File: config.mk
export PLATFORM = sky130hd
export DESIGN_NAME = autorange_gamma_duty_mapper_unit
export DESIGN_NICKNAME = d
export VERILOG_FILES = /design/src/hdl/agdm_pkg.sv /design/src/hdl/agdm_sub_unit.sv /design/src/hdl/agdm_light_avg.sv /design/src/hdl/autorange_gamma_duty_mapper_unit.sv
export SDC_FILE = /design/constraint.sdc
export NUM_CORES = 2
export LEC_CHECK = 0
export BUFFER_PORTS_ARGS = -buffer_cell sky130_fd_sc_hd__buf_4
export CORE_MARGIN = 1
export CORE_UTILIZATION = 40
export CTS_CLUSTER_SIZE = 20
export DETAILED_ROUTE_END_ITERATION = 10
export MAX_ROUTING_LAYER = met4
export PLACE_DENSITY = 0.57
export SKIP_CTS_REPAIR_TIMING = 1
export SKIP_LAST_GASP = 1
export SYNTH_ARGS = -nofsm -noshare
export SYNTH_HDL_FRONTEND = slang
export SYNTH_HIERARCHICAL = 1
export SYNTH_SLANG_ARGS = --single-unit
File: constraint.sdc
create_clock -name i_clk -period 23.8 [get_ports i_clk]
set_clock_uncertainty 0.2 [all_clocks]
set_input_delay 1.19 -clock i_clk [delete_from_list [all_inputs] [get_ports i_clk]]
set_output_delay 1.19 -clock i_clk [all_outputs]
set_load 0.01 [all_outputs]
File: src/hdl/agdm_pkg.sv
`timescale 1ns / 1ps
package agdm_pkg;

    localparam int SAMPLE_BITS = 12;
    localparam logic [SAMPLE_BITS-1:0] SMAX = {SAMPLE_BITS{1'b1}};

    localparam int WEIGHT_BITS = 16;
    localparam int FRAC_BITS   = 16;
    localparam int AVG_W       = SAMPLE_BITS + FRAC_BITS;

    // 255^2 * 4, compared against (2k-1)^2
    localparam int GAMMA_BITS = 18;
    localparam logic [GAMMA_BITS-1:0] GAMMA_SCALE = GAMMA_BITS'(260100);

    // quotient bits of the gamma divide, also the square root radicand width
    localparam int QB         = 18;
    localparam int ROOT_W     = QB / 2;
    localparam int DUTY_W     = 8;
    localparam int CEIL_MUL_W = 9;
    localparam logic [CEIL_MUL_W-1:0] CEIL_MUL = CEIL_MUL_W'(510);

    // ceiling quotient (knob*510 + SMAX) / (2*SMAX) through a reciprocal multiply,
    // the shift covers every numerator below 2^CEIL_NUM_W
    localparam int     CEIL_NUM_W   = SAMPLE_BITS + CEIL_MUL_W;
    localparam longint CEIL_DIV     = 2 * longint'(SMAX);
    localparam int     CEIL_SHIFT   = CEIL_NUM_W + $clog2(CEIL_DIV);
    localparam longint CEIL_ONE     = longint'(1) << CEIL_SHIFT;
    localparam int     CEIL_RECIP_W = CEIL_NUM_W + 1;
    localparam logic [CEIL_RECIP_W-1:0] CEIL_RECIP =
        CEIL_RECIP_W'((CEIL_ONE + CEIL_DIV - 1) / CEIL_DIV);
    localparam int     CEIL_PROD_W  = CEIL_NUM_W + CEIL_RECIP_W;

    // width of the shared compare-subtract unit
    localparam int UW = (SAMPLE_BITS + 2 > 12) ? SAMPLE_BITS + 2 : 12;

    localparam int CNT_W = $clog2(QB);

    localparam int CFG_IDX_W = 2;
    localparam int CFG_DATA_W = 16;
    localparam logic [CFG_IDX_W-1:0] CFG_INVERT        = 2'd0;
    localparam logic [CFG_IDX_W-1:0] CFG_EMA_WEIGHT    = 2'd1;
    localparam logic [CFG_IDX_W-1:0] CFG_MIN_SPAN      = 2'd2;
    localparam logic [CFG_IDX_W-1:0] CFG_CEILING_FLOOR = 2'd3;

    typedef enum logic [3:0] {
        S_IDLE,
        S_RANGE,
        S_NORM,
        S_NUM,
        S_SCALE,
        S_DIV,
        S_ROOT,
        S_CEIL,
        S_FIN
    } t_state;

    typedef struct packed {
        logic                   start;
        logic [SAMPLE_BITS-1:0] sample;
    } t_avg_cmd;

    typedef struct packed {
        logic [SAMPLE_BITS-1:0] level;
        logic [SAMPLE_BITS-1:0] low;
        logic [SAMPLE_BITS-1:0] high;
    } t_light_stat;

endpackage

File: src/hdl/agdm_sub_unit.sv
`timescale 1ns / 1ps
module agdm_sub_unit (
    input  logic [agdm_pkg::UW-1:0] i_a,
    input  logic [agdm_pkg::UW-1:0] i_b,
    output logic [agdm_pkg::UW-1:0] o_diff,
    output logic                    o_ge
);

    logic [agdm_pkg::UW:0] w_sub;

    // borrow out of the extended subtract gives the compare
    assign w_sub  = {1'b0, i_a} - {1'b0, i_b};
    assign o_diff = w_sub[agdm_pkg::UW-1:0];
    assign o_ge   = ~w_sub[agdm_pkg::UW];

endmodule

File: src/hdl/agdm_light_avg.sv
`timescale 1ns / 1ps
module agdm_light_avg (
    input  logic                               i_clk,
    input  logic                               i_rst_n,
    input  agdm_pkg::t_avg_cmd                 i_cmd,
    input  logic [agdm_pkg::WEIGHT_BITS-1:0]   i_weight,
    output agdm_pkg::t_light_stat              o_stat
);

    localparam int AW     = agdm_pkg::AVG_W;
    localparam int SB     = agdm_pkg::SAMPLE_BITS;
    localparam int FB     = agdm_pkg::FRAC_BITS;
    localparam int PROD_W = agdm_pkg::WEIGHT_BITS + 1 + AW + 1;

    logic                   r_started;
    logic                   r_v1;
    logic                   r_v2;
    logic [AW-1:0]          r_avg;
    logic [AW-1:0]          r_base;
    logic signed [PROD_W-1:0] r_prod;
    logic [SB-1:0]          r_low;
    logic [SB-1:0]          r_high;

    logic [AW-1:0]            w_base;
    logic signed [AW:0]       w_delta;
    logic signed [PROD_W-1:0] w_prod;
    logic signed [PROD_W-1:0] w_rnd_sum;
    logic signed [PROD_W-1:0] w_rnd;
    logic [AW-1:0]            n_avg;
    logic [SB-1:0]            w_level;

    // first sample after reset seeds the average
    assign w_base  = r_started ? r_avg : {i_cmd.sample, {FB{1'b0}}};
    assign w_delta = $signed({1'b0, i_cmd.sample, {FB{1'b0}}}) - $signed({1'b0, w_base});
    assign w_prod  = PROD_W'($signed({1'b0, i_weight})) * PROD_W'(w_delta);

    // avg + round(w*(x-avg)/2^16), same as the weighted sum form
    assign w_rnd_sum = r_prod + $signed(PROD_W'(1 << (FB - 1)));
    assign w_rnd     = w_rnd_sum >>> FB;
    assign n_avg     = r_base + w_rnd[AW-1:0];
    assign w_level   = r_avg[AW-1:FB];

    always_ff @(posedge i_clk) begin
        if (!i_rst_n) begin
            r_started <= 1'b0;
            r_v1      <= 1'b0;
            r_v2      <= 1'b0;
            r_avg     <= '0;
            r_low     <= agdm_pkg::SMAX;
            r_high    <= '0;
        end else begin
            r_v1 <= i_cmd.start;
            r_v2 <= r_v1;
            if (i_cmd.start) begin
                r_started <= 1'b1;
            end
            if (r_v1) begin
                r_avg <= n_avg;
            end
            if (r_v2) begin
                if (w_level < r_low) begin
                    r_low <= w_level;
                end
                if (w_level > r_high) begin
                    r_high <= w_level;
                end
            end
        end
    end

    always_ff @(posedge i_clk) begin
        if (i_cmd.start) begin
            r_base <= w_base;
            r_prod <= w_prod;
        end
    end

    assign o_stat.level = w_level;
    assign o_stat.low   = r_low;
    assign o_stat.high  = r_high;

endmodule

File: src/hdl/autorange_gamma_duty_mapper_unit.sv
`timescale 1ns / 1ps
// the shared compare-subtract unit carries out 18 gamma divide steps, then 9
// square root steps; a new transaction is taken only in the idle state, after
// the previous result has gone into the output register
// reset (i_rst_n low, synchronous): settings back to defaults, knob and light
// ranges emptied, average reseeded by the next sample, no result pending
module autorange_gamma_duty_mapper_unit (
    input  logic                                i_clk,
    input  logic                                i_rst_n,
    input  logic                                i_in_valid,
    output logic                                o_in_ready,
    input  logic [agdm_pkg::SAMPLE_BITS-1:0]    i_light_sample,
    input  logic [agdm_pkg::SAMPLE_BITS-1:0]    i_knob_sample,
    output logic                                o_out_valid,
    input  logic                                i_out_ready,
    output logic [agdm_pkg::DUTY_W-1:0]         o_duty,
    output logic [agdm_pkg::SAMPLE_BITS-1:0]    o_light_level,
    output logic [agdm_pkg::SAMPLE_BITS-1:0]    o_light_low,
    output logic [agdm_pkg::SAMPLE_BITS-1:0]    o_light_high,
    input  logic                                i_cfg_valid,
    output logic                                o_cfg_ready,
    input  logic [agdm_pkg::CFG_IDX_W-1:0]      i_cfg_index,
    input  logic [agdm_pkg::CFG_DATA_W-1:0]     i_cfg_data
);

    localparam int SB = agdm_pkg::SAMPLE_BITS;
    localparam int UW = agdm_pkg::UW;
    localparam int QB = agdm_pkg::QB;
    localparam int RW = agdm_pkg::ROOT_W;
    localparam int DW = agdm_pkg::DUTY_W;
    localparam int CW = agdm_pkg::CNT_W;
    localparam int CM = agdm_pkg::CEIL_NUM_W;
    localparam int CP = agdm_pkg::CEIL_PROD_W;
    localparam int GP = SB + agdm_pkg::GAMMA_BITS;

    agdm_pkg::t_state r_state;
    agdm_pkg::t_state n_state;

    // configuration
    logic                             r_invert;
    logic [agdm_pkg::WEIGHT_BITS-1:0] r_ema_weight;
    logic [SB-1:0]                    r_min_span;
    logic [DW-1:0]                    r_ceiling_floor;

    // per-transaction datapath
    logic [SB-1:0] r_light;
    logic [SB-1:0] r_knob;
    logic [SB-1:0] r_knob_low;
    logic [SB-1:0] r_knob_high;
    logic [SB-1:0] r_span;
    logic [SB-1:0] r_diff;
    logic [SB-1:0] r_num;
    logic [UW-1:0] r_rem;
    logic [QB-1:0] r_acc;
    logic [RW-1:0] r_root;
    logic [DW-1:0] r_gamma;
    logic [CW-1:0] r_cnt;
    logic [CM-1:0] r_cnum;
    logic [DW-1:0] r_ceil;

    logic          r_out_valid;
    logic [DW-1:0] r_duty;
    logic [SB-1:0] r_level;
    logic [SB-1:0] r_low;
    logic [SB-1:0] r_high;

    logic [UW-1:0] w_a;
    logic [UW-1:0] w_b;
    logic [UW-1:0] w_diff;
    logic          w_ge;
    logic          w_in_xfer;
    logic          w_slot_free;

    logic [SB-1:0] w_ms;
    logic [SB-1:0] w_range;
    logic [SB-1:0] w_diff_clip;
    logic [GP-1:0] w_gprod;
    logic [CM-1:0] w_cnum;
    logic [CP-1:0] w_cprod;
    logic [RW:0]   w_root_inc;
    logic [DW:0]   w_ceiling;
    logic [DW-1:0] w_duty;

    agdm_pkg::t_avg_cmd    w_avg_cmd;
    agdm_pkg::t_light_stat w_stat;

    agdm_sub_unit u_sub (
        .i_a    (w_a),
        .i_b    (w_b),
        .o_diff (w_diff),
        .o_ge   (w_ge)
    );

    agdm_light_avg u_light (
        .i_clk    (i_clk),
        .i_rst_n  (i_rst_n),
        .i_cmd    (w_avg_cmd),
        .i_weight (r_ema_weight),
        .o_stat   (w_stat)
    );

    assign o_cfg_ready = 1'b1;
    assign w_in_xfer   = i_in_valid & o_in_ready;
    assign w_slot_free = ~r_out_valid | i_out_ready;

    assign w_avg_cmd.start  = (r_state == agdm_pkg::S_RANGE);
    assign w_avg_cmd.sample = r_light;

    assign w_ms        = (r_min_span == '0) ? SB'(1) : r_min_span;
    assign w_range     = r_knob_high - r_knob_low;
    assign w_diff_clip = (r_diff > r_span) ? r_span : r_diff;
    assign w_gprod     = GP'(agdm_pkg::GAMMA_SCALE) * GP'(r_num);
    assign w_cnum      = CM'(r_knob) * CM'(agdm_pkg::CEIL_MUL) + CM'(agdm_pkg::SMAX);
    assign w_cprod     = CP'(r_cnum) * CP'(agdm_pkg::CEIL_RECIP);
    // largest k with 2k-1 <= isqrt
    assign w_root_inc  = {1'b0, r_root} + (RW + 1)'(1);
    assign w_ceiling   = {1'b0, r_ceiling_floor} + {1'b0, r_ceil};
    assign w_duty      = ({1'b0, r_gamma} > w_ceiling) ? w_ceiling[DW-1:0] : r_gamma;

    // next state
    always_comb begin
        n_state = r_state;
        unique case (r_state)
            agdm_pkg::S_IDLE: begin
                if (i_in_valid) begin
                    n_state = agdm_pkg::S_RANGE;
                end
            end
            agdm_pkg::S_RANGE:     n_state = agdm_pkg::S_NORM;
            agdm_pkg::S_NORM:      n_state = agdm_pkg::S_NUM;
            agdm_pkg::S_NUM:       n_state = agdm_pkg::S_SCALE;
            agdm_pkg::S_SCALE:     n_state = agdm_pkg::S_DIV;
            agdm_pkg::S_DIV: begin
                if (r_cnt == '0) begin
                    n_state = agdm_pkg::S_ROOT;
                end
            end
            agdm_pkg::S_ROOT: begin
                if (r_cnt == '0) begin
                    n_state = agdm_pkg::S_CEIL;
                end
            end
            agdm_pkg::S_CEIL:      n_state = agdm_pkg::S_FIN;
            agdm_pkg::S_FIN: begin
                if (w_slot_free) begin
                    n_state = agdm_pkg::S_IDLE;
                end
            end
            default: n_state = agdm_pkg::S_IDLE;
        endcase
    end

    // outputs: ready and operands of the shared unit
    always_comb begin
        o_in_ready = 1'b0;
        w_a        = '0;
        w_b        = '0;
        unique case (r_state)
            agdm_pkg::S_IDLE: begin
                o_in_ready = 1'b1;
            end
            agdm_pkg::S_DIV: begin
                w_a = {r_rem[UW-2:0], r_acc[QB-1]};
                w_b = UW'(r_span);
            end
            agdm_pkg::S_ROOT: begin
                w_a = {r_rem[UW-3:0], r_acc[QB-1:QB-2]};
                w_b = UW'({r_root, 2'b01});
            end
            default: begin
                w_a = '0;
                w_b = '0;
            end
        endcase
    end

    always_ff @(posedge i_clk) begin
        if (!i_rst_n) begin
            r_state         <= agdm_pkg::S_IDLE;
            r_invert        <= 1'b1;
            r_ema_weight    <= agdm_pkg::WEIGHT_BITS'(983);
            r_min_span      <= SB'(20);
            r_ceiling_floor <= DW'(20);
            r_knob_low      <= agdm_pkg::SMAX;
            r_knob_high     <= '0;
            r_out_valid     <= 1'b0;
        end else begin
            r_state <= n_state;
            if (i_cfg_valid) begin
                unique case (i_cfg_index)
                    agdm_pkg::CFG_INVERT:        r_invert        <= i_cfg_data[0];
                    agdm_pkg::CFG_EMA_WEIGHT:    r_ema_weight    <= i_cfg_data;
                    agdm_pkg::CFG_MIN_SPAN:      r_min_span      <= i_cfg_data[SB-1:0];
                    agdm_pkg::CFG_CEILING_FLOOR: r_ceiling_floor <= i_cfg_data[DW-1:0];
                    default: ;
                endcase
            end
            if (r_state == agdm_pkg::S_RANGE) begin
                if (r_knob < r_knob_low) begin
                    r_knob_low <= r_knob;
                end
                if (r_knob > r_knob_high) begin
                    r_knob_high <= r_knob;
                end
            end
            if (r_state == agdm_pkg::S_FIN && w_slot_free) begin
                r_out_valid <= 1'b1;
            end else if (i_out_ready) begin
                r_out_valid <= 1'b0;
            end
        end
    end

    always_ff @(posedge i_clk) begin
        if (w_in_xfer) begin
            r_light <= i_light_sample;
            r_knob  <= i_knob_sample;
        end
        unique case (r_state)
            agdm_pkg::S_NORM: begin
                r_span <= (w_range < w_ms) ? w_ms : w_range;
                r_diff <= r_knob - r_knob_low;
            end
            agdm_pkg::S_NUM: begin
                r_num <= r_invert ? (r_span - w_diff_clip) : w_diff_clip;
            end
            agdm_pkg::S_SCALE: begin
                // quotient fits QB bits, so the upper part is already below the span
                r_rem  <= UW'(w_gprod[GP-1:QB]);
                r_acc  <= w_gprod[QB-1:0];
                r_cnt  <= CW'(QB - 1);
                r_cnum <= w_cnum;
            end
            agdm_pkg::S_DIV: begin
                r_acc <= {r_acc[QB-2:0], w_ge};
                if (r_cnt == '0) begin
                    r_rem  <= '0;
                    r_root <= '0;
                    r_cnt  <= CW'(RW - 1);
                end else begin
                    r_rem <= w_ge ? w_diff : w_a;
                    r_cnt <= r_cnt - CW'(1);
                end
            end
            agdm_pkg::S_ROOT: begin
                r_acc  <= {r_acc[QB-3:0], 2'b00};
                r_rem  <= w_ge ? w_diff : w_a;
                r_root <= {r_root[RW-2:0], w_ge};
                r_cnt  <= r_cnt - CW'(1);
            end
            agdm_pkg::S_CEIL: begin
                r_gamma <= DW'(w_root_inc[RW:1]);
                r_ceil  <= w_cprod[agdm_pkg::CEIL_SHIFT +: DW];
            end
            agdm_pkg::S_FIN: begin
                if (w_slot_free) begin
                    r_duty  <= w_duty;
                    r_level <= w_stat.level;
                    r_low   <= w_stat.low;
                    r_high  <= w_stat.high;
                end
            end
            default: ;
        endcase
    end

    assign o_out_valid   = r_out_valid;
    assign o_duty        = r_duty;
    assign o_light_level = r_level;
    assign o_light_low   = r_low;
    assign o_light_high  = r_high;

endmodule

==> flow_summary.json <==
{
  "slew_headroom_pct": 23.4,
  "cp_max_fo": 36,
  "status": "finished, violations left",
  "fp.dieArea_mm2": 0.108,
  "dieWidth_um": 329,
  "via_per_inst": 5.08,
  "worstPathBufferInverterCount": 5,
  "grt_pass1_wl_um": 170000,
  "synth_area_per_cell_um2": 9.57,
  "pin_count": 94,
  "grt_use_total_pct": 20.5,
  "hpwlAfterDp_um": 81900,
  "cap_violations": 0,
  "worstSetupEndpointType": "flop",
  "final_area_mm2": 0.0463,
  "cts_buffers": 42,
  "worstPathArrival_ns": 9.56,
  "max_freq_ghz": 0.106,
  "post-route-min-period_ns": 9.44,
  "crit_type": "reg2reg",
  "layout-drive-gt1-share_pct": 6.21,
  "setup_viol": 0,
  "hp-class": "reg2reg",
  "slowest_stage": "xnor2_2",
  "slew_violations": 0,
  "grt_max_degree": 76,
  "first_pass_iters": 8,
  "grt_pass1_vias": 30678,
  "layout.nets": 5516,
  "syn_to_final_growth_pct": 8.52,
  "synth_area_mm2": 0.0426,
  "worstMarginPinSlew_ns": 1.15,
  "cp.required_ns": 23.92,
  "pre_cts_ws_ns": 14.38,
  "clk_latency_ns": 0.60,
  "globalplace.congestion": 0.878,
  "port_buffers": 92,
  "layout_setup_ws_ns": 14.36,
  "drc": 24,
  "hold_violations": 0,
  "start_util_pct": 40.5,
  "cts-root-buf": "clkbuf_16",
  "fill_cells": 10215,
  "clock-sinks": 363,
  "vias": 30055,
  "drtIter0Drc": 1700,
  "rsz0062_at_grt": "no",
  "h-tree-depth": 2,
  "die_h_um": 329,
  "crit_top_cell": "fa_1",
  "wl_per_cell_um": 17.7,
  "fp.coreArea_mm2": 0.105,
  "violations": "DRC",
  "ant_nets": 0,
  "fin_tns_setup_ns": 0,
  "synth_warnings": 6,
  "grt_overflow": 0,
  "cts_tree": "built",
  "grt_antenna_before_repair": 2,
  "cpPeakStageDelay_ns": 0.65,
  "clk_path_buf_depth": 3,
  "post-route-period-util_pct": 39.7,
  "crit_family": "adder cells",
  "placement.cell_area_mm2": 0.0449,
  "syn_inst": 4458,
  "wl_um": 105000,
  "path_clk_slew_ns": 0.06,
  "rows": 119,
  "startpoint_type": "flop"
}
==> stage by stage <==
stage / util, % / hold WS, ns / cells
final: 43.9 / 0.268 / 5915
after global routing: 43.9 / 0.286 / 5915
after CTS: 43.9 / 0.270 / 5913
after detailed placement: 42.6 / 0.253 / 5835
after global placement: 42.6 / 0.246 / 5835
after floorplan: - / 0.229 / 4459
==> per-layer routing <==
layer / routed length (um) / track usage (%) / vias up
met5: 0 / - / -
met4: 2020 / 4.56 / 0
met3: 4710 / 2.02 / 111
met2: 46900 / 31.5 / 626
met1: 50900 / 29.1 / 14864
li1: - / - / 14454
==> worst paths after layout <==
path	startpoint	to	slack, ns	cells after the start
hold / removal	r_ema_weight[15]	r_ema_weight[15]	0.27	2
setup reg to reg	u_light/r_started	u_light/r_prod[43]	14.36	30
hold reg to reg	r_ema_weight[15]	r_ema_weight[15]	0.27	2
setup / recovery	u_light/r_started	u_light/r_prod[43]	14.36	30
==> sequential cells by signal (all words and copies together), names as in the netlist, 12 cells and up <==
name            flops
u_light/r_prod     29
u_light/r_avg      28
u_light/r_base     28
r_cnum             20
r_acc              18
r_ema_weight       16
r_rem              13
o_light_high       12
o_light_level      12
o_light_low        12
r_diff             12
r_knob             12
r_knob_high        12
r_knob_low         12
r_light            12
r_min_span         12
r_num              12
r_span             12
u_light/r_high     12
u_light/r_low      12
==> worst min-delay path, delay by kind of cell (launching register included) <==
family / cells / cell delay (ns)
flip-flops: 1 / 0.31
AO/OA/AOI/OAI: 1 / 0.06
AND/OR/NAND/NOR: 1 / 0.05
==> layout by cell type, fill, tap and decap left out, types with 29 or more instances in the layout <==
cell type and n:
o21ai_0 82, fa_1 525, nor3_1 39, ha_1 456, dfxtp_1 119, nand2_1 515, a21boi_0 29, xor2_1 82
clkbuf_16 43, a21o_1 93, mux2i_1 105, edfxtp_1 242, and2_1 167, inv_1 841, nor2b_1 103, nand3_1 58
buf_4 148, a21oi_1 139, o22ai_1 31, o21a_1 30, nor2_1 127, and3_1 52, xnor2_1 132
==> cell type report <==
cell class,instances,area [um^2],share of cell area (%)
Sequential cell,363,9690,20.9
Inverter,845,3170,6.85
Timing Repair Buffer,148,1110,2.40
Clock buffer,51,1150,2.48
Clock inverter,27,260,0.562
Multi-Input combinational cell,3088,29100,63.0
Tap cell,1391,1740,3.76
Antenna cell,2,5.00,0.0108
Power is left out: the tool's default activity adds up to more than one toggle a clock period on the data nets, which glitch-free logic cannot reach.
